**src/sv/ter_pkg.sv**
```systemverilog
`timescale 1ns / 1ps

package ter_pkg;

  typedef logic [1:0]       cid_t;   // corner position or original corner
  typedef cid_t [3:0]       perm_t;  // position -> original corner
  typedef logic [3:0]       sym_t;   // 0..3 corner, 4..9 split point of edge 0..5
  typedef logic [3:0][3:0]  gt_t;    // gt[i][j]: corner i index above corner j
  typedef logic [2:0][2:0]  lt_t;    // lt[x][y]: diagonal x shorter than y

  typedef struct packed {
    logic [3:0]          n;
    sym_t [7:0][3:0]     sym;
  } run_t;

  typedef struct packed {
    perm_t p;
    logic  par;
  } srt_t;

  localparam logic [3:0] AllCorners = 4'hF;
  localparam logic [3:0] CA = 4'd1;
  localparam logic [3:0] CB = 4'd2;
  localparam logic [3:0] CC = 4'd4;
  localparam logic [3:0] CD = 4'd8;

  localparam cid_t PA = 2'd0;
  localparam cid_t PB = 2'd1;
  localparam cid_t PC = 2'd2;
  localparam cid_t PD = 2'd3;

  localparam sym_t SymSplit = 4'd4;
  localparam sym_t SymLast  = 4'd9;

  // edges ab ac ad bc bd cd, index 0 rightmost (EdgeMask, EdgeLo and EdgeHi all use this order)
  localparam logic [5:0][3:0] EdgeMask = {4'd12, 4'd10, 4'd6, 4'd9, 4'd5, 4'd3};
  localparam logic [5:0][1:0] EdgeLo   = {2'd2, 2'd1, 2'd1, 2'd0, 2'd0, 2'd0};
  localparam logic [5:0][1:0] EdgeHi   = {2'd3, 2'd3, 2'd2, 2'd3, 2'd2, 2'd1};

  function automatic logic [2:0] cidx(logic [3:0] c);
    case (c)
      CA:      return 3'd0;
      CB:      return 3'd1;
      CC:      return 3'd2;
      CD:      return 3'd3;
      default: return 3'd4;
    endcase
  endfunction

  function automatic logic [3:0] lowb(logic [3:0] e);
    return e & (~e + 4'd1);
  endfunction

  function automatic logic [3:0] trk(logic [3:0] c1, logic [3:0] c2, logic [3:0] x);
    if (x == c1) return c2;
    else if (x == c2) return c1;
    return x;
  endfunction

  function automatic perm_t pswap(perm_t p, logic [3:0] c1, logic [3:0] c2);
    logic [2:0] i;
    logic [2:0] j;
    cid_t       t;
    perm_t      q;
    q = p;
    i = cidx(c1);
    j = cidx(c2);
    if (c1 != c2 && !i[2] && !j[2]) begin
      t = q[i[1:0]];
      q[i[1:0]] = q[j[1:0]];
      q[j[1:0]] = t;
    end
    return q;
  endfunction

  function automatic logic [2:0] eidx(cid_t a, cid_t b);
    cid_t lo;
    cid_t hi;
    lo = (a < b) ? a : b;
    hi = (a < b) ? b : a;
    case ({lo, hi})
      4'b0001: return 3'd0;
      4'b0010: return 3'd1;
      4'b0011: return 3'd2;
      4'b0110: return 3'd3;
      4'b0111: return 3'd4;
      4'b1011: return 3'd5;
      default: return 3'd0;
    endcase
  endfunction

  // opposite edges share one diagonal length
  function automatic logic [1:0] dg(logic [2:0] e);
    case (e)
      3'd0, 3'd5: return 2'd0;
      3'd1, 3'd4: return 2'd1;
      default:    return 2'd2;
    endcase
  endfunction

  function automatic sym_t tv(perm_t p, cid_t k);
    return {2'b00, p[k]};
  endfunction

  function automatic sym_t ps(perm_t p, cid_t k, cid_t l);
    return SymSplit + {1'b0, eidx(p[k], p[l])};
  endfunction

  function automatic sym_t mtv(perm_t p, logic [3:0] m);
    logic [2:0] k;
    k = cidx(m);
    return tv(p, k[1:0]);
  endfunction

  function automatic sym_t mps(perm_t p, logic [3:0] m);
    logic [2:0] k;
    logic [2:0] l;
    k = cidx(lowb(m));
    l = cidx(m ^ lowb(m));
    return ps(p, k[1:0], l[1:0]);
  endfunction

  function automatic logic gtp(gt_t gt, perm_t p, cid_t k, cid_t l);
    return gt[p[k]][p[l]];
  endfunction

  function automatic logic ltd(lt_t lt, perm_t p, cid_t k1, cid_t l1, cid_t k2, cid_t l2);
    return lt[dg(eidx(p[k1], p[l1]))][dg(eidx(p[k2], p[l2]))];
  endfunction

  function automatic run_t emt(run_t r, logic f, sym_t a, sym_t b, sym_t c, sym_t d);
    run_t q;
    q = r;
    q.sym[r.n[2:0]][0] = a;
    q.sym[r.n[2:0]][1] = b;
    q.sym[r.n[2:0]][2] = f ? d : c;
    q.sym[r.n[2:0]][3] = f ? c : d;
    q.n = r.n + 4'd1;
    return q;
  endfunction

  // exchange sort of the corners, positions tracked as a permutation
  function automatic srt_t ter_sort(gt_t gt);
    srt_t s;
    cid_t t;
    s.p   = {PD, PC, PB, PA};
    s.par = 1'b0;
    for (int k = 0; k < 6; k++) begin
      if (gt[s.p[EdgeLo[k]]][s.p[EdgeHi[k]]]) begin
        t = s.p[EdgeLo[k]];
        s.p[EdgeLo[k]] = s.p[EdgeHi[k]];
        s.p[EdgeHi[k]] = t;
        s.par = ~s.par;
      end
    end
    return s;
  endfunction

  // prelude shared by the touching-pair cases: common corner to A, ends to B, C, then order B/C
  function automatic srt_t ter_touch(srt_t s_in, gt_t gt, logic [3:0] m0, logic [3:0] m1);
    srt_t       s;
    logic [3:0] cm;
    logic [3:0] p1;
    logic [3:0] p2;
    s  = s_in;
    cm = m0 & m1;
    p1 = m0 ^ cm;
    p2 = m1 ^ cm;
    p1 = trk(cm, CA, p1);
    p2 = trk(cm, CA, p2);
    if (cm != CA) s.par = ~s.par;
    s.p = pswap(s.p, cm, CA);
    p2 = trk(p1, CB, p2);
    if (p1 != CB) s.par = ~s.par;
    s.p = pswap(s.p, p1, CB);
    if (p2 != CC) s.par = ~s.par;
    s.p = pswap(s.p, p2, CC);
    if (gtp(gt, s.p, PB, PC)) begin
      s.par = ~s.par;
      s.p = pswap(s.p, CB, CC);
    end
    return s;
  endfunction

  // prelude of the cases keyed on one edge: its ends to A, B, then order A/B, C/D
  function automatic srt_t ter_edge(srt_t s_in, gt_t gt, logic [3:0] e);
    srt_t       s;
    logic [3:0] st;
    logic [3:0] en;
    s  = s_in;
    st = lowb(e);
    en = trk(st, CA, e ^ st);
    if (st != CA) s.par = ~s.par;
    s.p = pswap(s.p, st, CA);
    if (en != CB) s.par = ~s.par;
    s.p = pswap(s.p, en, CB);
    if (gtp(gt, s.p, PA, PB)) begin
      s.par = ~s.par;
      s.p = pswap(s.p, CA, CB);
    end
    if (gtp(gt, s.p, PC, PD)) begin
      s.par = ~s.par;
      s.p = pswap(s.p, CC, CD);
    end
    return s;
  endfunction

  function automatic run_t ter_build(srt_t s_in, logic [5:0] sv, gt_t gt, lt_t lt);
    srt_t             s;
    perm_t            p;
    logic             f;
    logic [5:0][3:0]  sl;
    logic [5:0][3:0]  nl;
    logic [2:0]       ns;
    logic [2:0]       nn;
    logic [3:0]       se;
    logic [3:0]       oe;
    logic [3:0]       s0;
    logic [3:0]       o0;
    logic [3:0]       c01;
    logic [3:0]       c02;
    logic [3:0]       c12;
    logic [3:0]       rs;
    logic [3:0]       re;
    logic [3:0]       rc;
    logic [3:0][1:0]  hits;
    logic [2:0]       fi;
    logic [2:0]       se2;
    logic             fnd;
    logic [1:0]       d1;
    logic [1:0]       d2;
    logic [1:0]       d3;
    run_t             r;
    r    = '0;
    s    = s_in;
    sl   = '0;
    nl   = '0;
    ns   = '0;
    nn   = '0;
    hits = '0;
    rc   = '0;
    fnd  = 1'b0;
    fi   = 3'd4;
    se2  = 3'd4;
    for (int i = 0; i < 6; i++) begin
      if (sv[eidx(s.p[EdgeLo[i]], s.p[EdgeHi[i]])]) begin
        sl[ns] = EdgeMask[i];
        ns = ns + 3'd1;
      end else begin
        nl[nn] = EdgeMask[i];
        nn = nn + 3'd1;
      end
    end
    c01 = sl[0] & sl[1];
    c02 = sl[0] & sl[2];
    c12 = sl[1] & sl[2];
    case (ns)
      3'd0: begin
        r = emt(r, 1'b0, 4'd0, 4'd1, 4'd2, 4'd3);
      end
      3'd1: begin
        p  = s.p;
        se = sl[0];
        oe = AllCorners ^ se;
        s0 = lowb(se);
        o0 = lowb(oe);
        r = emt(r, 1'b0, mtv(p, o0), mtv(p, oe ^ o0), mtv(p, s0), mps(p, se));
        r = emt(r, 1'b0, mtv(p, o0), mtv(p, oe ^ o0), mps(p, se), mtv(p, se ^ s0));
      end
      3'd2: begin
        if (c01 != 4'd0) begin
          s = ter_touch(s, gt, sl[0], sl[1]);
          p = s.p;
          f = s.par;
          r = emt(r, f, tv(p, PA), tv(p, PD), ps(p, PA, PB), ps(p, PA, PC));
          r = emt(r, f, tv(p, PD), tv(p, PB), ps(p, PA, PB), ps(p, PA, PC));
          r = emt(r, f, tv(p, PD), tv(p, PC), tv(p, PB), ps(p, PA, PC));
        end else begin
          s0 = lowb(sl[0]);
          if (s0 != CA) s.par = ~s.par;
          s.p = pswap(s.p, s0, CA);
          if ((sl[0] ^ s0) != CB) s.par = ~s.par;
          s.p = pswap(s.p, sl[0] ^ s0, CB);
          if (gtp(gt, s.p, PA, PB)) begin
            s.par = ~s.par;
            s.p = pswap(s.p, CA, CB);
          end
          if (gtp(gt, s.p, PC, PD)) begin
            s.par = ~s.par;
            s.p = pswap(s.p, CC, CD);
          end
          p = s.p;
          f = s.par;
          r = emt(r, f, tv(p, PA), ps(p, PA, PB), tv(p, PC), ps(p, PC, PD));
          r = emt(r, f, tv(p, PB), ps(p, PA, PB), ps(p, PC, PD), tv(p, PC));
          r = emt(r, f, tv(p, PA), ps(p, PA, PB), ps(p, PC, PD), tv(p, PD));
          r = emt(r, f, tv(p, PB), ps(p, PA, PB), tv(p, PD), ps(p, PC, PD));
        end
      end
      3'd3: begin
        if (c01 == 4'd0 || c02 == 4'd0 || c12 == 4'd0) begin
          // open strip: ends to A and B
          for (int k = 0; k < 3; k++)
            for (int i = 0; i < 4; i++)
              if (sl[k][i]) hits[i] = hits[i] + 2'd1;
          for (int i = 0; i < 4; i++) begin
            if (hits[i] == 2'd1) begin
              if (fi[2]) fi = 3'(i);
              else if (se2[2]) se2 = 3'(i);
            end
          end
          if (fi[2]) fi = 3'd0;
          if (se2[2]) se2 = 3'd0;
          rs = 4'd1 << fi[1:0];
          re = 4'd1 << se2[1:0];
          for (int k = 0; k < 3; k++) begin
            if (!fnd && (sl[k] & re) != 4'd0) begin
              rc  = sl[k] ^ re;
              fnd = 1'b1;
            end
          end
          re = trk(rs, CA, re);
          rc = trk(rs, CA, rc);
          if (rs != CA) s.par = ~s.par;
          s.p = pswap(s.p, rs, CA);
          rc = trk(re, CB, rc);
          if (re != CB) s.par = ~s.par;
          s.p = pswap(s.p, re, CB);
          if (rc != CC) s.par = ~s.par;
          s.p = pswap(s.p, rc, CC);
          if (gtp(gt, s.p, PA, PB)) begin
            s.p = pswap(s.p, CA, CB);
            s.p = pswap(s.p, CC, CD);
          end
          p = s.p;
          f = s.par;
          r = emt(r, f, tv(p, PA), tv(p, PB), ps(p, PB, PC), ps(p, PA, PD));
          if (gtp(gt, p, PA, PC)) begin
            r = emt(r, f, tv(p, PC), ps(p, PC, PD), ps(p, PA, PD), ps(p, PB, PC));
            r = emt(r, f, tv(p, PA), tv(p, PC), ps(p, PA, PD), ps(p, PB, PC));
          end else begin
            r = emt(r, f, tv(p, PA), tv(p, PC), ps(p, PC, PD), ps(p, PB, PC));
            r = emt(r, f, tv(p, PA), ps(p, PA, PD), ps(p, PB, PC), ps(p, PC, PD));
          end
          if (gtp(gt, p, PB, PD)) begin
            r = emt(r, f, tv(p, PD), ps(p, PB, PC), ps(p, PA, PD), ps(p, PC, PD));
            r = emt(r, f, tv(p, PD), tv(p, PB), ps(p, PA, PD), ps(p, PB, PC));
          end else begin
            r = emt(r, f, tv(p, PB), tv(p, PD), ps(p, PC, PD), ps(p, PA, PD));
            r = emt(r, f, tv(p, PB), ps(p, PB, PC), ps(p, PA, PD), ps(p, PC, PD));
          end
        end else if ((sl[2] & c01) != 4'd0) begin
          // fan round one corner
          if (c01 != CA) s.par = ~s.par;
          s.p = pswap(s.p, c01, CA);
          if (gtp(gt, s.p, PB, PC)) begin
            s.par = ~s.par;
            s.p = pswap(s.p, CB, CC);
          end
          if (gtp(gt, s.p, PC, PD)) begin
            s.par = ~s.par;
            s.p = pswap(s.p, CC, CD);
          end
          if (gtp(gt, s.p, PB, PC)) begin
            s.par = ~s.par;
            s.p = pswap(s.p, CB, CC);
          end
          p = s.p;
          f = s.par;
          r = emt(r, f, tv(p, PA), ps(p, PA, PB), ps(p, PA, PC), ps(p, PA, PD));
          r = emt(r, f, tv(p, PB), ps(p, PA, PB), ps(p, PA, PD), ps(p, PA, PC));
          r = emt(r, f, tv(p, PC), tv(p, PB), ps(p, PA, PD), ps(p, PA, PC));
          r = emt(r, f, tv(p, PB), tv(p, PC), ps(p, PA, PD), tv(p, PD));
        end else begin
          // triangle: free corner to D
          se = c01 | c02 | c12;
          if (!se[0]) begin
            s.par = ~s.par;
            s.p = pswap(s.p, CA, CD);
          end else if (!se[1]) begin
            s.par = ~s.par;
            s.p = pswap(s.p, CB, CD);
          end else if (!se[2]) begin
            s.par = ~s.par;
            s.p = pswap(s.p, CC, CD);
          end
          if (gtp(gt, s.p, PA, PB)) begin
            s.par = ~s.par;
            s.p = pswap(s.p, CA, CB);
          end
          if (gtp(gt, s.p, PB, PC)) begin
            s.par = ~s.par;
            s.p = pswap(s.p, CB, CC);
          end
          if (gtp(gt, s.p, PA, PB)) begin
            s.par = ~s.par;
            s.p = pswap(s.p, CA, CB);
          end
          p = s.p;
          f = s.par;
          r = emt(r, f, tv(p, PD), ps(p, PA, PB), ps(p, PA, PC), ps(p, PB, PC));
          r = emt(r, f, tv(p, PD), ps(p, PA, PB), ps(p, PA, PC), tv(p, PA));
          r = emt(r, f, tv(p, PD), ps(p, PA, PB), ps(p, PB, PC), tv(p, PB));
          r = emt(r, f, tv(p, PD), ps(p, PA, PC), ps(p, PB, PC), tv(p, PC));
        end
      end
      3'd4: begin
        if ((nl[0] & nl[1]) != 4'd0) begin
          s = ter_touch(s, gt, nl[0], nl[1]);
          p = s.p;
          f = ~s.par;
          r = emt(r, f, tv(p, PD), ps(p, PA, PD), ps(p, PB, PD), ps(p, PC, PD));
          r = emt(r, f, ps(p, PB, PD), ps(p, PA, PD), ps(p, PB, PC), ps(p, PC, PD));
          if (gtp(gt, p, PB, PA) && gtp(gt, p, PC, PA)) begin
            r = emt(r, f, tv(p, PA), tv(p, PB), ps(p, PB, PD), ps(p, PB, PC));
            r = emt(r, f, tv(p, PA), tv(p, PC), ps(p, PB, PC), ps(p, PC, PD));
            r = emt(r, f, tv(p, PA), ps(p, PB, PC), ps(p, PB, PD), ps(p, PA, PD));
            r = emt(r, f, tv(p, PA), ps(p, PB, PC), ps(p, PA, PD), ps(p, PC, PD));
          end else if (gtp(gt, p, PA, PB) && gtp(gt, p, PC, PA)) begin
            r = emt(r, f, tv(p, PA), tv(p, PC), ps(p, PB, PC), ps(p, PC, PD));
            r = emt(r, f, tv(p, PA), ps(p, PB, PC), ps(p, PA, PD), ps(p, PC, PD));
            r = emt(r, f, tv(p, PA), tv(p, PB), ps(p, PA, PD), ps(p, PB, PC));
            r = emt(r, f, tv(p, PB), ps(p, PB, PC), ps(p, PB, PD), ps(p, PA, PD));
          end else begin
            r = emt(r, f, tv(p, PA), tv(p, PB), ps(p, PA, PD), ps(p, PB, PC));
            r = emt(r, f, tv(p, PB), ps(p, PB, PC), ps(p, PB, PD), ps(p, PA, PD));
            r = emt(r, f, tv(p, PC), tv(p, PA), ps(p, PA, PD), ps(p, PB, PC));
            r = emt(r, f, tv(p, PC), ps(p, PB, PC), ps(p, PA, PD), ps(p, PC, PD));
          end
        end else begin
          s = ter_edge(s, gt, nl[0]);
          p = s.p;
          f = s.par;
          r = emt(r, f, tv(p, PA), tv(p, PB), ps(p, PB, PC), ps(p, PB, PD));
          r = emt(r, f, tv(p, PC), tv(p, PD), ps(p, PA, PD), ps(p, PB, PD));
          if (ltd(lt, p, PA, PD, PA, PC)) begin
            r = emt(r, f, tv(p, PA), ps(p, PA, PD), ps(p, PB, PC), ps(p, PA, PC));
            r = emt(r, f, tv(p, PA), ps(p, PA, PD), ps(p, PB, PD), ps(p, PB, PC));
            r = emt(r, f, tv(p, PC), ps(p, PA, PD), ps(p, PA, PC), ps(p, PB, PC));
            r = emt(r, f, tv(p, PC), ps(p, PA, PD), ps(p, PB, PC), ps(p, PB, PD));
          end else begin
            r = emt(r, f, tv(p, PA), ps(p, PA, PD), ps(p, PB, PD), ps(p, PA, PC));
            r = emt(r, f, tv(p, PA), ps(p, PA, PC), ps(p, PB, PD), ps(p, PB, PC));
            r = emt(r, f, tv(p, PC), ps(p, PB, PC), ps(p, PB, PD), ps(p, PA, PC));
            r = emt(r, f, tv(p, PC), ps(p, PB, PD), ps(p, PA, PD), ps(p, PA, PC));
          end
        end
      end
      3'd5: begin
        s = ter_edge(s, gt, nl[0]);
        p = s.p;
        f = s.par;
        r = emt(r, f, tv(p, PC), ps(p, PA, PC), ps(p, PB, PC), ps(p, PC, PD));
        r = emt(r, f, tv(p, PD), ps(p, PA, PD), ps(p, PC, PD), ps(p, PB, PD));
        r = emt(r, f, tv(p, PA), tv(p, PB), ps(p, PB, PC), ps(p, PB, PD));
        if (ltd(lt, p, PA, PC, PA, PD)) begin
          r = emt(r, f, tv(p, PA), ps(p, PA, PD), ps(p, PB, PD), ps(p, PA, PC));
          r = emt(r, f, tv(p, PA), ps(p, PA, PC), ps(p, PB, PD), ps(p, PB, PC));
          r = emt(r, f, ps(p, PC, PD), ps(p, PB, PC), ps(p, PB, PD), ps(p, PA, PC));
          r = emt(r, f, ps(p, PC, PD), ps(p, PB, PD), ps(p, PA, PD), ps(p, PA, PC));
        end else begin
          r = emt(r, f, tv(p, PA), ps(p, PA, PC), ps(p, PA, PD), ps(p, PB, PC));
          r = emt(r, f, tv(p, PA), ps(p, PB, PD), ps(p, PB, PC), ps(p, PA, PD));
          r = emt(r, f, ps(p, PC, PD), ps(p, PB, PC), ps(p, PA, PD), ps(p, PA, PC));
          r = emt(r, f, ps(p, PC, PD), ps(p, PB, PD), ps(p, PA, PD), ps(p, PB, PC));
        end
      end
      default: begin
        // all six split: odd parity exchanges A and B, no output swap
        if (s.par) s.p = pswap(s.p, CA, CB);
        p = s.p;
        r = emt(r, 1'b0, tv(p, PA), ps(p, PA, PB), ps(p, PA, PC), ps(p, PA, PD));
        r = emt(r, 1'b0, tv(p, PB), ps(p, PA, PB), ps(p, PB, PD), ps(p, PB, PC));
        r = emt(r, 1'b0, tv(p, PC), ps(p, PA, PC), ps(p, PB, PC), ps(p, PC, PD));
        r = emt(r, 1'b0, tv(p, PD), ps(p, PA, PD), ps(p, PC, PD), ps(p, PB, PD));
        d1 = dg(eidx(p[PA], p[PB]));
        d2 = dg(eidx(p[PA], p[PC]));
        d3 = dg(eidx(p[PA], p[PD]));
        if (!lt[d2][d1] && !lt[d3][d1]) begin
          r = emt(r, 1'b0, ps(p, PA, PB), ps(p, PC, PD), ps(p, PA, PD), ps(p, PB, PD));
          r = emt(r, 1'b0, ps(p, PA, PB), ps(p, PC, PD), ps(p, PB, PD), ps(p, PB, PC));
          r = emt(r, 1'b0, ps(p, PA, PB), ps(p, PC, PD), ps(p, PB, PC), ps(p, PA, PC));
          r = emt(r, 1'b0, ps(p, PA, PB), ps(p, PC, PD), ps(p, PA, PC), ps(p, PA, PD));
        end else if (!lt[d1][d2] && !lt[d3][d2]) begin
          r = emt(r, 1'b0, ps(p, PA, PC), ps(p, PB, PD), ps(p, PC, PD), ps(p, PA, PD));
          r = emt(r, 1'b0, ps(p, PA, PC), ps(p, PB, PD), ps(p, PA, PD), ps(p, PA, PB));
          r = emt(r, 1'b0, ps(p, PA, PC), ps(p, PB, PD), ps(p, PA, PB), ps(p, PB, PC));
          r = emt(r, 1'b0, ps(p, PA, PC), ps(p, PB, PD), ps(p, PB, PC), ps(p, PC, PD));
        end else begin
          r = emt(r, 1'b0, ps(p, PA, PD), ps(p, PB, PC), ps(p, PB, PD), ps(p, PA, PB));
          r = emt(r, 1'b0, ps(p, PA, PD), ps(p, PB, PC), ps(p, PC, PD), ps(p, PB, PD));
          r = emt(r, 1'b0, ps(p, PA, PD), ps(p, PB, PC), ps(p, PA, PC), ps(p, PC, PD));
          r = emt(r, 1'b0, ps(p, PA, PD), ps(p, PB, PC), ps(p, PA, PB), ps(p, PA, PC));
        end
      end
    endcase
    return r;
  endfunction

endpackage

```
**src/sv/tet_edge_split_refine_unit.sv**
```systemverilog
`timescale 1ns / 1ps

// Channel | Dir | Handshake         | Beat
// in      | in  | valid_i / ready_o | corners a..d, edge splits ab..cd, diagonal lengths
// out     | out | valid_o / ready_i | one sub-tetrahedron, last_of_run_o on the final beat
//
// Stages: input reg, corner/length compares, corner sort, split-pattern decode into a
// run of symbols, then the run register that issues one beat a cycle into the output reg
// while that reg is free or ready_i is high. An item holds the run register until it has
// issued all of its sub-tetrahedra (1 to 8); that register sets the sustained rate.
// rst_ni clears the valid bits and the beat count. A stall freezes every stage holding a beat.
module tet_edge_split_refine_unit #(
  parameter int unsigned INDEX_BITS  = 20,
  parameter int unsigned LENGTH_BITS = 20
) (
  input  logic                          clk_i,
  input  logic                          rst_ni,
  input  logic                          valid_i,
  output logic                          ready_o,
  input  logic [INDEX_BITS-1:0]         vertex_a_i,
  input  logic [INDEX_BITS-1:0]         vertex_b_i,
  input  logic [INDEX_BITS-1:0]         vertex_c_i,
  input  logic [INDEX_BITS-1:0]         vertex_d_i,
  input  logic signed [INDEX_BITS:0]    split_ab_i,
  input  logic signed [INDEX_BITS:0]    split_ac_i,
  input  logic signed [INDEX_BITS:0]    split_ad_i,
  input  logic signed [INDEX_BITS:0]    split_bc_i,
  input  logic signed [INDEX_BITS:0]    split_bd_i,
  input  logic signed [INDEX_BITS:0]    split_cd_i,
  input  logic [3*LENGTH_BITS-1:0]      diagonal_lengths_i,
  output logic                          valid_o,
  input  logic                          ready_i,
  output logic [INDEX_BITS-1:0]         out_first_o,
  output logic [INDEX_BITS-1:0]         out_second_o,
  output logic [INDEX_BITS-1:0]         out_third_o,
  output logic [INDEX_BITS-1:0]         out_fourth_o,
  output logic                          last_of_run_o
);
  import ter_pkg::*;

  localparam int unsigned IB = INDEX_BITS;
  localparam int unsigned LB = LENGTH_BITS;

  logic                     s1_v_q, s2_v_q, s3_v_q, s4_v_q, out_v_q;
  logic                     adv1, adv2, adv3, adv4, out_adv, s4_last;

  logic [3:0][IB-1:0]       s1_vtx_q, s2_vtx_q, s3_vtx_q, s4_vtx_q;
  logic [5:0][IB:0]         s1_spl_q;
  logic [2:0][LB-1:0]       s1_len_q;
  logic [5:0][IB-1:0]       s2_idx_q, s3_idx_q, s4_idx_q;
  logic [5:0]               s2_sv_q, s3_sv_q;
  gt_t                      s2_gt_q, s3_gt_q, gt_d;
  lt_t                      s2_lt_q, s3_lt_q, lt_d;
  srt_t                     s3_srt_q;
  run_t                     s4_run_q;
  logic [2:0]               s4_cnt_q;

  logic [3:0][IB-1:0]       out_q, out_d;
  logic                     last_q;

  assign out_adv = !out_v_q || ready_i;
  assign s4_last = ({1'b0, s4_cnt_q} + 4'd1) == s4_run_q.n;
  assign adv4    = !s4_v_q || (out_adv && s4_last);
  assign adv3    = !s3_v_q || adv4;
  assign adv2    = !s2_v_q || adv3;
  assign adv1    = !s1_v_q || adv2;
  assign ready_o = adv1;

  always_comb begin
    for (int i = 0; i < 4; i++)
      for (int j = 0; j < 4; j++)
        gt_d[i][j] = s1_vtx_q[i] > s1_vtx_q[j];
    for (int x = 0; x < 3; x++)
      for (int y = 0; y < 3; y++)
        lt_d[x][y] = s1_len_q[x] < s1_len_q[y];
  end

  // symbol to value: corner index or inserted point index
  always_comb begin
    sym_t sy;
    for (int j = 0; j < 4; j++) begin
      sy = s4_run_q.sym[s4_cnt_q][j];
      if (sy < SymSplit) out_d[j] = s4_vtx_q[sy[1:0]];
      else if (sy <= SymLast) out_d[j] = s4_idx_q[3'(sy - SymSplit)];
      else out_d[j] = '0;
    end
  end

  always_ff @(posedge clk_i or negedge rst_ni) begin
    if (!rst_ni) begin
      s1_v_q   <= 1'b0;
      s2_v_q   <= 1'b0;
      s3_v_q   <= 1'b0;
      s4_v_q   <= 1'b0;
      out_v_q  <= 1'b0;
      s4_cnt_q <= '0;
    end else begin
      if (adv1) s1_v_q <= valid_i;
      if (adv2) s2_v_q <= s1_v_q;
      if (adv3) s3_v_q <= s2_v_q;
      if (adv4) begin
        s4_v_q   <= s3_v_q;
        s4_cnt_q <= '0;
      end else if (out_adv) begin
        s4_cnt_q <= s4_cnt_q + 3'd1;
      end
      if (out_adv) out_v_q <= s4_v_q;
    end
  end

  always_ff @(posedge clk_i) begin
    if (adv1) begin
      s1_vtx_q <= {vertex_d_i, vertex_c_i, vertex_b_i, vertex_a_i};
      s1_spl_q <= {split_cd_i, split_bd_i, split_bc_i, split_ad_i, split_ac_i, split_ab_i};
      s1_len_q <= diagonal_lengths_i;
    end
    if (adv2) begin
      s2_vtx_q <= s1_vtx_q;
      for (int i = 0; i < 6; i++) begin
        s2_idx_q[i] <= s1_spl_q[i][IB-1:0];
        s2_sv_q[i]  <= !s1_spl_q[i][IB];
      end
      s2_gt_q <= gt_d;
      s2_lt_q <= lt_d;
    end
    if (adv3) begin
      s3_vtx_q <= s2_vtx_q;
      s3_idx_q <= s2_idx_q;
      s3_sv_q  <= s2_sv_q;
      s3_gt_q  <= s2_gt_q;
      s3_lt_q  <= s2_lt_q;
      s3_srt_q <= ter_sort(s2_gt_q);
    end
    if (adv4) begin
      s4_vtx_q <= s3_vtx_q;
      s4_idx_q <= s3_idx_q;
      s4_run_q <= ter_build(s3_srt_q, s3_sv_q, s3_gt_q, s3_lt_q);
    end
    if (out_adv && s4_v_q) begin
      out_q  <= out_d;
      last_q <= s4_last;
    end
  end

  assign valid_o       = out_v_q;
  assign out_first_o   = out_q[0];
  assign out_second_o  = out_q[1];
  assign out_third_o   = out_q[2];
  assign out_fourth_o  = out_q[3];
  assign last_of_run_o = last_q;

endmodule
```
**config.mk**
```make
export PLATFORM = sky130hd
export DESIGN_NAME = tet_edge_split_refine_unit
export DESIGN_NICKNAME = d
export VERILOG_FILES = /design/src/sv/ter_pkg.sv /design/src/sv/tet_edge_split_refine_unit.sv
export SDC_FILE = /design/constraint.sdc
export NUM_CORES = 2
export LEC_CHECK = 0
export ABC_CLOCK_PERIOD_IN_PS = 93400
export BUFFER_PORTS_ARGS = -buffer_cell sky130_fd_sc_hd__buf_4
export CORE_MARGIN = 5
export CORE_UTILIZATION = 47
export DETAILED_ROUTE_END_ITERATION = 7
export GPL_TIMING_DRIVEN = 0
export MAX_ROUTING_LAYER = met4
export PLACE_DENSITY = 0.61
export SLEW_MARGIN = 15
export SYNTH_ARGS = -nofsm -noshare
export SYNTH_HDL_FRONTEND = slang
export SYNTH_SLANG_ARGS = --single-unit
export TNS_END_PERCENT = 30
```
**constraint.sdc**
```tcl
create_clock -name clk_i -period 93.4 [get_ports clk_i]
set_input_delay 23.35 -clock clk_i [delete_from_list [all_inputs] [get_ports clk_i]]
set_output_delay 23.35 -clock clk_i [all_outputs]
set_load 0.02 [all_outputs]
```
Word level (Yosys, flattened, before mapping) --
Cells that the tools add are included. Widths: inputs -> output; s select.
Cells by class: $add $sub $neg 119, eq/ne operators 324, reduce and logical (&&, ||, !) cells 273, multiplexer cells 1960, shift operators 2, bitwise operators 85, magnitude comparators 311
Operator list (count):
- $bwmux 128 | 16
- $mux 3 | 666
- $mux 8 | 106
- $mux 4 | 199
- $pmux 132 s6 | 1
- $mux 132 | 5
- $mux 2 | 317
- $mux 9 | 67
- $pmux 3 s5 | 39
- $bwmux 8 | 72
- $lt 2x3->1 const B | 132
- $eq 4x2->1 const B | 97
- $demux 16 s3 | 8
- $mux 128 | 3
- $eq 4x3->1 const B | 94
- $add 3x3->4 const A | 91
- $gt 20x20->1 | 16
- $mux 20 | 16
- $bmux 2 s2 | 76
- $demux 2 s2 | 72
- $mux 96 | 3
- $bmux 20 s3 | 4
- $eq 4x4->1 const B | 55
- $bmux 4 s2 | 25
- other kinds (61) | 894
Word-level totals: input port bits 270, flip-flop bits (word level) 1158, logic and storage cells 3182, output and inout port bits 83

Logic depth before layout (Yosys ltp) --
depth after elaboration 183, mapped depth 69, mapped depth without buffers 60

Least setup slack after synthesis --
OpenSTA, ideal clock, no wires.
path type input-to-output, start point in ready_i, end point out ready_o, data required time 70050 ps, data arrival time 58785 ps, stages on the path 6, setup slack 11265 ps, cells stage by stage nor2b_1 o21ai_0 inv_1 nand2_1 inv_1 nand3_1
On the way: word-level cells in the longest chain between the ends 6
RTL lines:
- from (decl) | RTL line tet_edge_split_refine_unit.sv:32 | input logic ready_i,
- $logic_or 1x1->1 | RTL line tet_edge_split_refine_unit.sv:61 | assign out_adv = !out_v_q || ready_i;
- $logic_and 1x1->1 | RTL line tet_edge_split_refine_unit.sv:63 | assign adv4 = !s4_v_q || (out_adv && s4_last);
- $logic_or 1x1->1 | RTL line tet_edge_split_refine_unit.sv:63
- net adv4 | RTL line tet_edge_split_refine_unit.sv:45 | logic adv1, adv2, adv3, adv4, out_adv, s4_last;
- $logic_or 1x1->1 | RTL line tet_edge_split_refine_unit.sv:64 | assign adv3 = !s3_v_q || adv4;
- net adv3 | RTL line tet_edge_split_refine_unit.sv:45
- $logic_or 1x1->1 | RTL line tet_edge_split_refine_unit.sv:65 | assign adv2 = !s2_v_q || adv3;
- $logic_or 1x1->1 | RTL line tet_edge_split_refine_unit.sv:66 | assign adv1 = !s1_v_q || adv2;
- to (decl) | RTL line tet_edge_split_refine_unit.sv:19 | output logic ready_o,
The timed path passes the listed nets, and every way through them passes these cells.

Final worst setup path --
Ends and elaborated chain as after synthesis.

==> qor.yml <==
sta:
  slew_violations: 0
  hold_viol: 0
  slew_headroom_pct: 9.64
  period_share_pct: 53.5
  finalSetupViolCount: 0
  worstMarginPinSlew_ns: 1.36
  final.setup_skew_ns: 0.0841
  min_period_ns: 49.96
  rsz0062_at_grt: "no"
  fmax_mhz: 20.0
die:
  core_area_um2: 148000
  start_util_pct: 47.4
  ios: 353
  rows: 141
  dieArea_um2: 157000
  die_w_um: 397
  die_h_um: 397
drt:
  routed_via_density: 6.71
  vias: 62493
  antenna_left: 0
  drt-total-wl_um: 296000
  drtIter0Drc: 9413
  wl_per_cell_um: 31.7
  drcViolationCount: 1
  dr.pass1.iters: 8
cells_and_area:
  final_cell_mix: "edfxtp_1, nand2_1, nor2_1, a21oi_1, buf_4"
  final_common_cell: "edfxtp_1"
  drive_gt1_share_pct: 11.4
  final_core_util_pct: 54.0
  finalInstanceArea_um2: 80000
  syn_to_final_growth_pct: 13.9
  fin_nets: 7890
setup_path:
  r2r_cells: 56
  slowest_stage: "o21ai_4"
  crit_arrival_ns: 26.61
  path_max_fanout: 54
  worst-setup-path-type: "in2out"
  crit_family: "buffers and inverters"
  path_buf_inv: 8
  cp-end-kind: "output port"
  r2r-end: "s4_run_q[75]"
  cp_slowest_stage_delay_ns: 0.48
  rr_startpoint: "s3_srt_q[2]"
  start_kind: "input pin"
  required_ns: 70.05
  r2r_setup_slack_ns: 71.97
  path_common_cell: "buf_16"
  path_cells: "buf_4, nor2b_1, o21ai_4, buf_16, inv_1, nand2_4, inv_1, nand3_4, buf_16, buf_16, buf_16, buf_4"
clocking:
  postCtsSetupBuffers: 0
  clockBufferDepth: 3
  cts_tree: "yes"
  ctsRootBufferMaster: "clkbuf_16"
  htreeDepth: 3
  cts_hold_buf: 0
  cts-resized-gates: 0
  cts_sinks: 1134
  numCtsBuffers: 111
  cts.reportedPaths.clkPinSlew_ns: 0.06
  insertion_delay_ns: 0.76
grt:
  grt-ovfl-total: 0
  grt_pass1_vias: 57608
  grt_max_degree: 60
  track_usage_pct: 37.2
  antenna_found_initial: 11
  grt_pass1_wl_um: 415000
synthesis:
  synth_area_leaders: "edfxtp_1, ha_1, nand2_1"
  syn_avg_cell_area_um2: 10.3
  synth_edf_count: 1126
  synthArstFlopShare_pct: 0.705
  synth_ff_type: "edfxtp_1"
  synth_area_um2: 70200
  yosysSeqAreaShare_pct: 48.4
  netlist.area_leader.share_pct: 48.1
  synthDistinctLibCells: 125
  synthCells: 6787
  yosys_warnings: 0
  yosysTopAreaCell: "edfxtp_1"
  synth-seq-cells: 1134
  synth_nets: 7382
min_path:
  worstHoldEndpoint: "s4_vtx_q[56]"
  min_from: "s3_vtx_q[56]"
  hold_class: "reg2reg"
  hold_depth: 0
outcome:
  status: "complete, but fails checks"
  violations: "design-rule violations"
placed_design:
  place.gp.congestion: 1.13
  io_buffer_count: 352
  hpwl_um: 232000
  place_area_um2: 76300
job:
  cap_viol_max_count: 0
synthesized netlist by cell type, drive strengths merged, types with 134 or more instances:
library cell / instances
nor2: 466
mux2i: 241
nor3: 134
ha: 321
clkbuf: 313
nand2: 720
a31oi: 154
inv: 239
a211oi: 240
a21oi: 456
o21ai: 359
and2: 216
edfxtp: 1126
metal layers:
| layer | global-route usage, % | up-vias | wire length [µm] |
|---|---|---|---|
| met1 | 50.9 | 30425 | 121000 |
| met5 | - | - | 0 |
| met3 | 10.2 | 783 | 35300 |
| met2 | 51.8 | 4136 | 123000 |
| met4 | 16.3 | 0 | 16100 |
| li1 | - | 27149 | - |
sequential cells by signal (all words and copies together), names as in the netlist, 12 cells and up:
register and flops:
s1_spl_q 126, s4_run_q 122, s2_idx_q 120, s3_idx_q 120, s4_idx_q 120, s1_vtx_q 80
s2_vtx_q 80, s3_vtx_q 80, s4_vtx_q 80, s1_len_q 60, out_first_o 20, out_fourth_o 20
out_second_o 20, out_third_o 20, s2_gt_q 12, s3_gt_q 12
through the flow:
step	cells	TNS [ns]	setup WS, ns	hold slack, ns
global route	9317	0	43.20	0.348
detailed placement	9111	0	43.39	0.405
finish	9320	0	43.44	0.352
global placement	9069	-5.96	-5.96	0.401
CTS	9308	0	43.36	0.329
floorplan	6787	0	11.26	0.400
worst max path at each step:
stage,depth (start not counted),from,slack [ns],end
after floorplan,6,ready_i,11.26,ready_o
after global placement,8,ready_i,-5.96,ready_o
after detailed placement,12,ready_i,43.39,ready_o
after CTS,12,ready_i,43.36,ready_o
after global routing,12,ready_i,43.20,ready_o
final,12,ready_i,43.44,ready_o
logic make-up (layout without fill, tap and decap cells):
kind of cell / Yosys count / count (layout) / synth area share [%]
other cells: 0 / 11 / 0
simple gates: 2182 / 2182 / 15.2
buf+inv: 636 / 1228 / 3.55
mux: 344 / 344 / 5.77
xor+xnor: 86 / 86 / 1.14
flops: 1134 / 1134 / 48.4
compound gates: 2079 / 2079 / 20.1
fa+ha+maj: 326 / 326 / 5.85
cell type report:
cell class              instances  area, µm²
flip-flops and latches       1134      34000
fillers                     12984      68200
clock buffers                 134       2860
plain buffers                 385       1550
diodes                         11       27.5
clock inverters                63        769
well taps                    1930       2410
repair buffers                395       3510
inverters                     251        942
multi-input cells            5017      33900
Power is left out: the tool's default activity adds up to more than one toggle a clock period on the data nets, which glitch-free logic cannot reach.
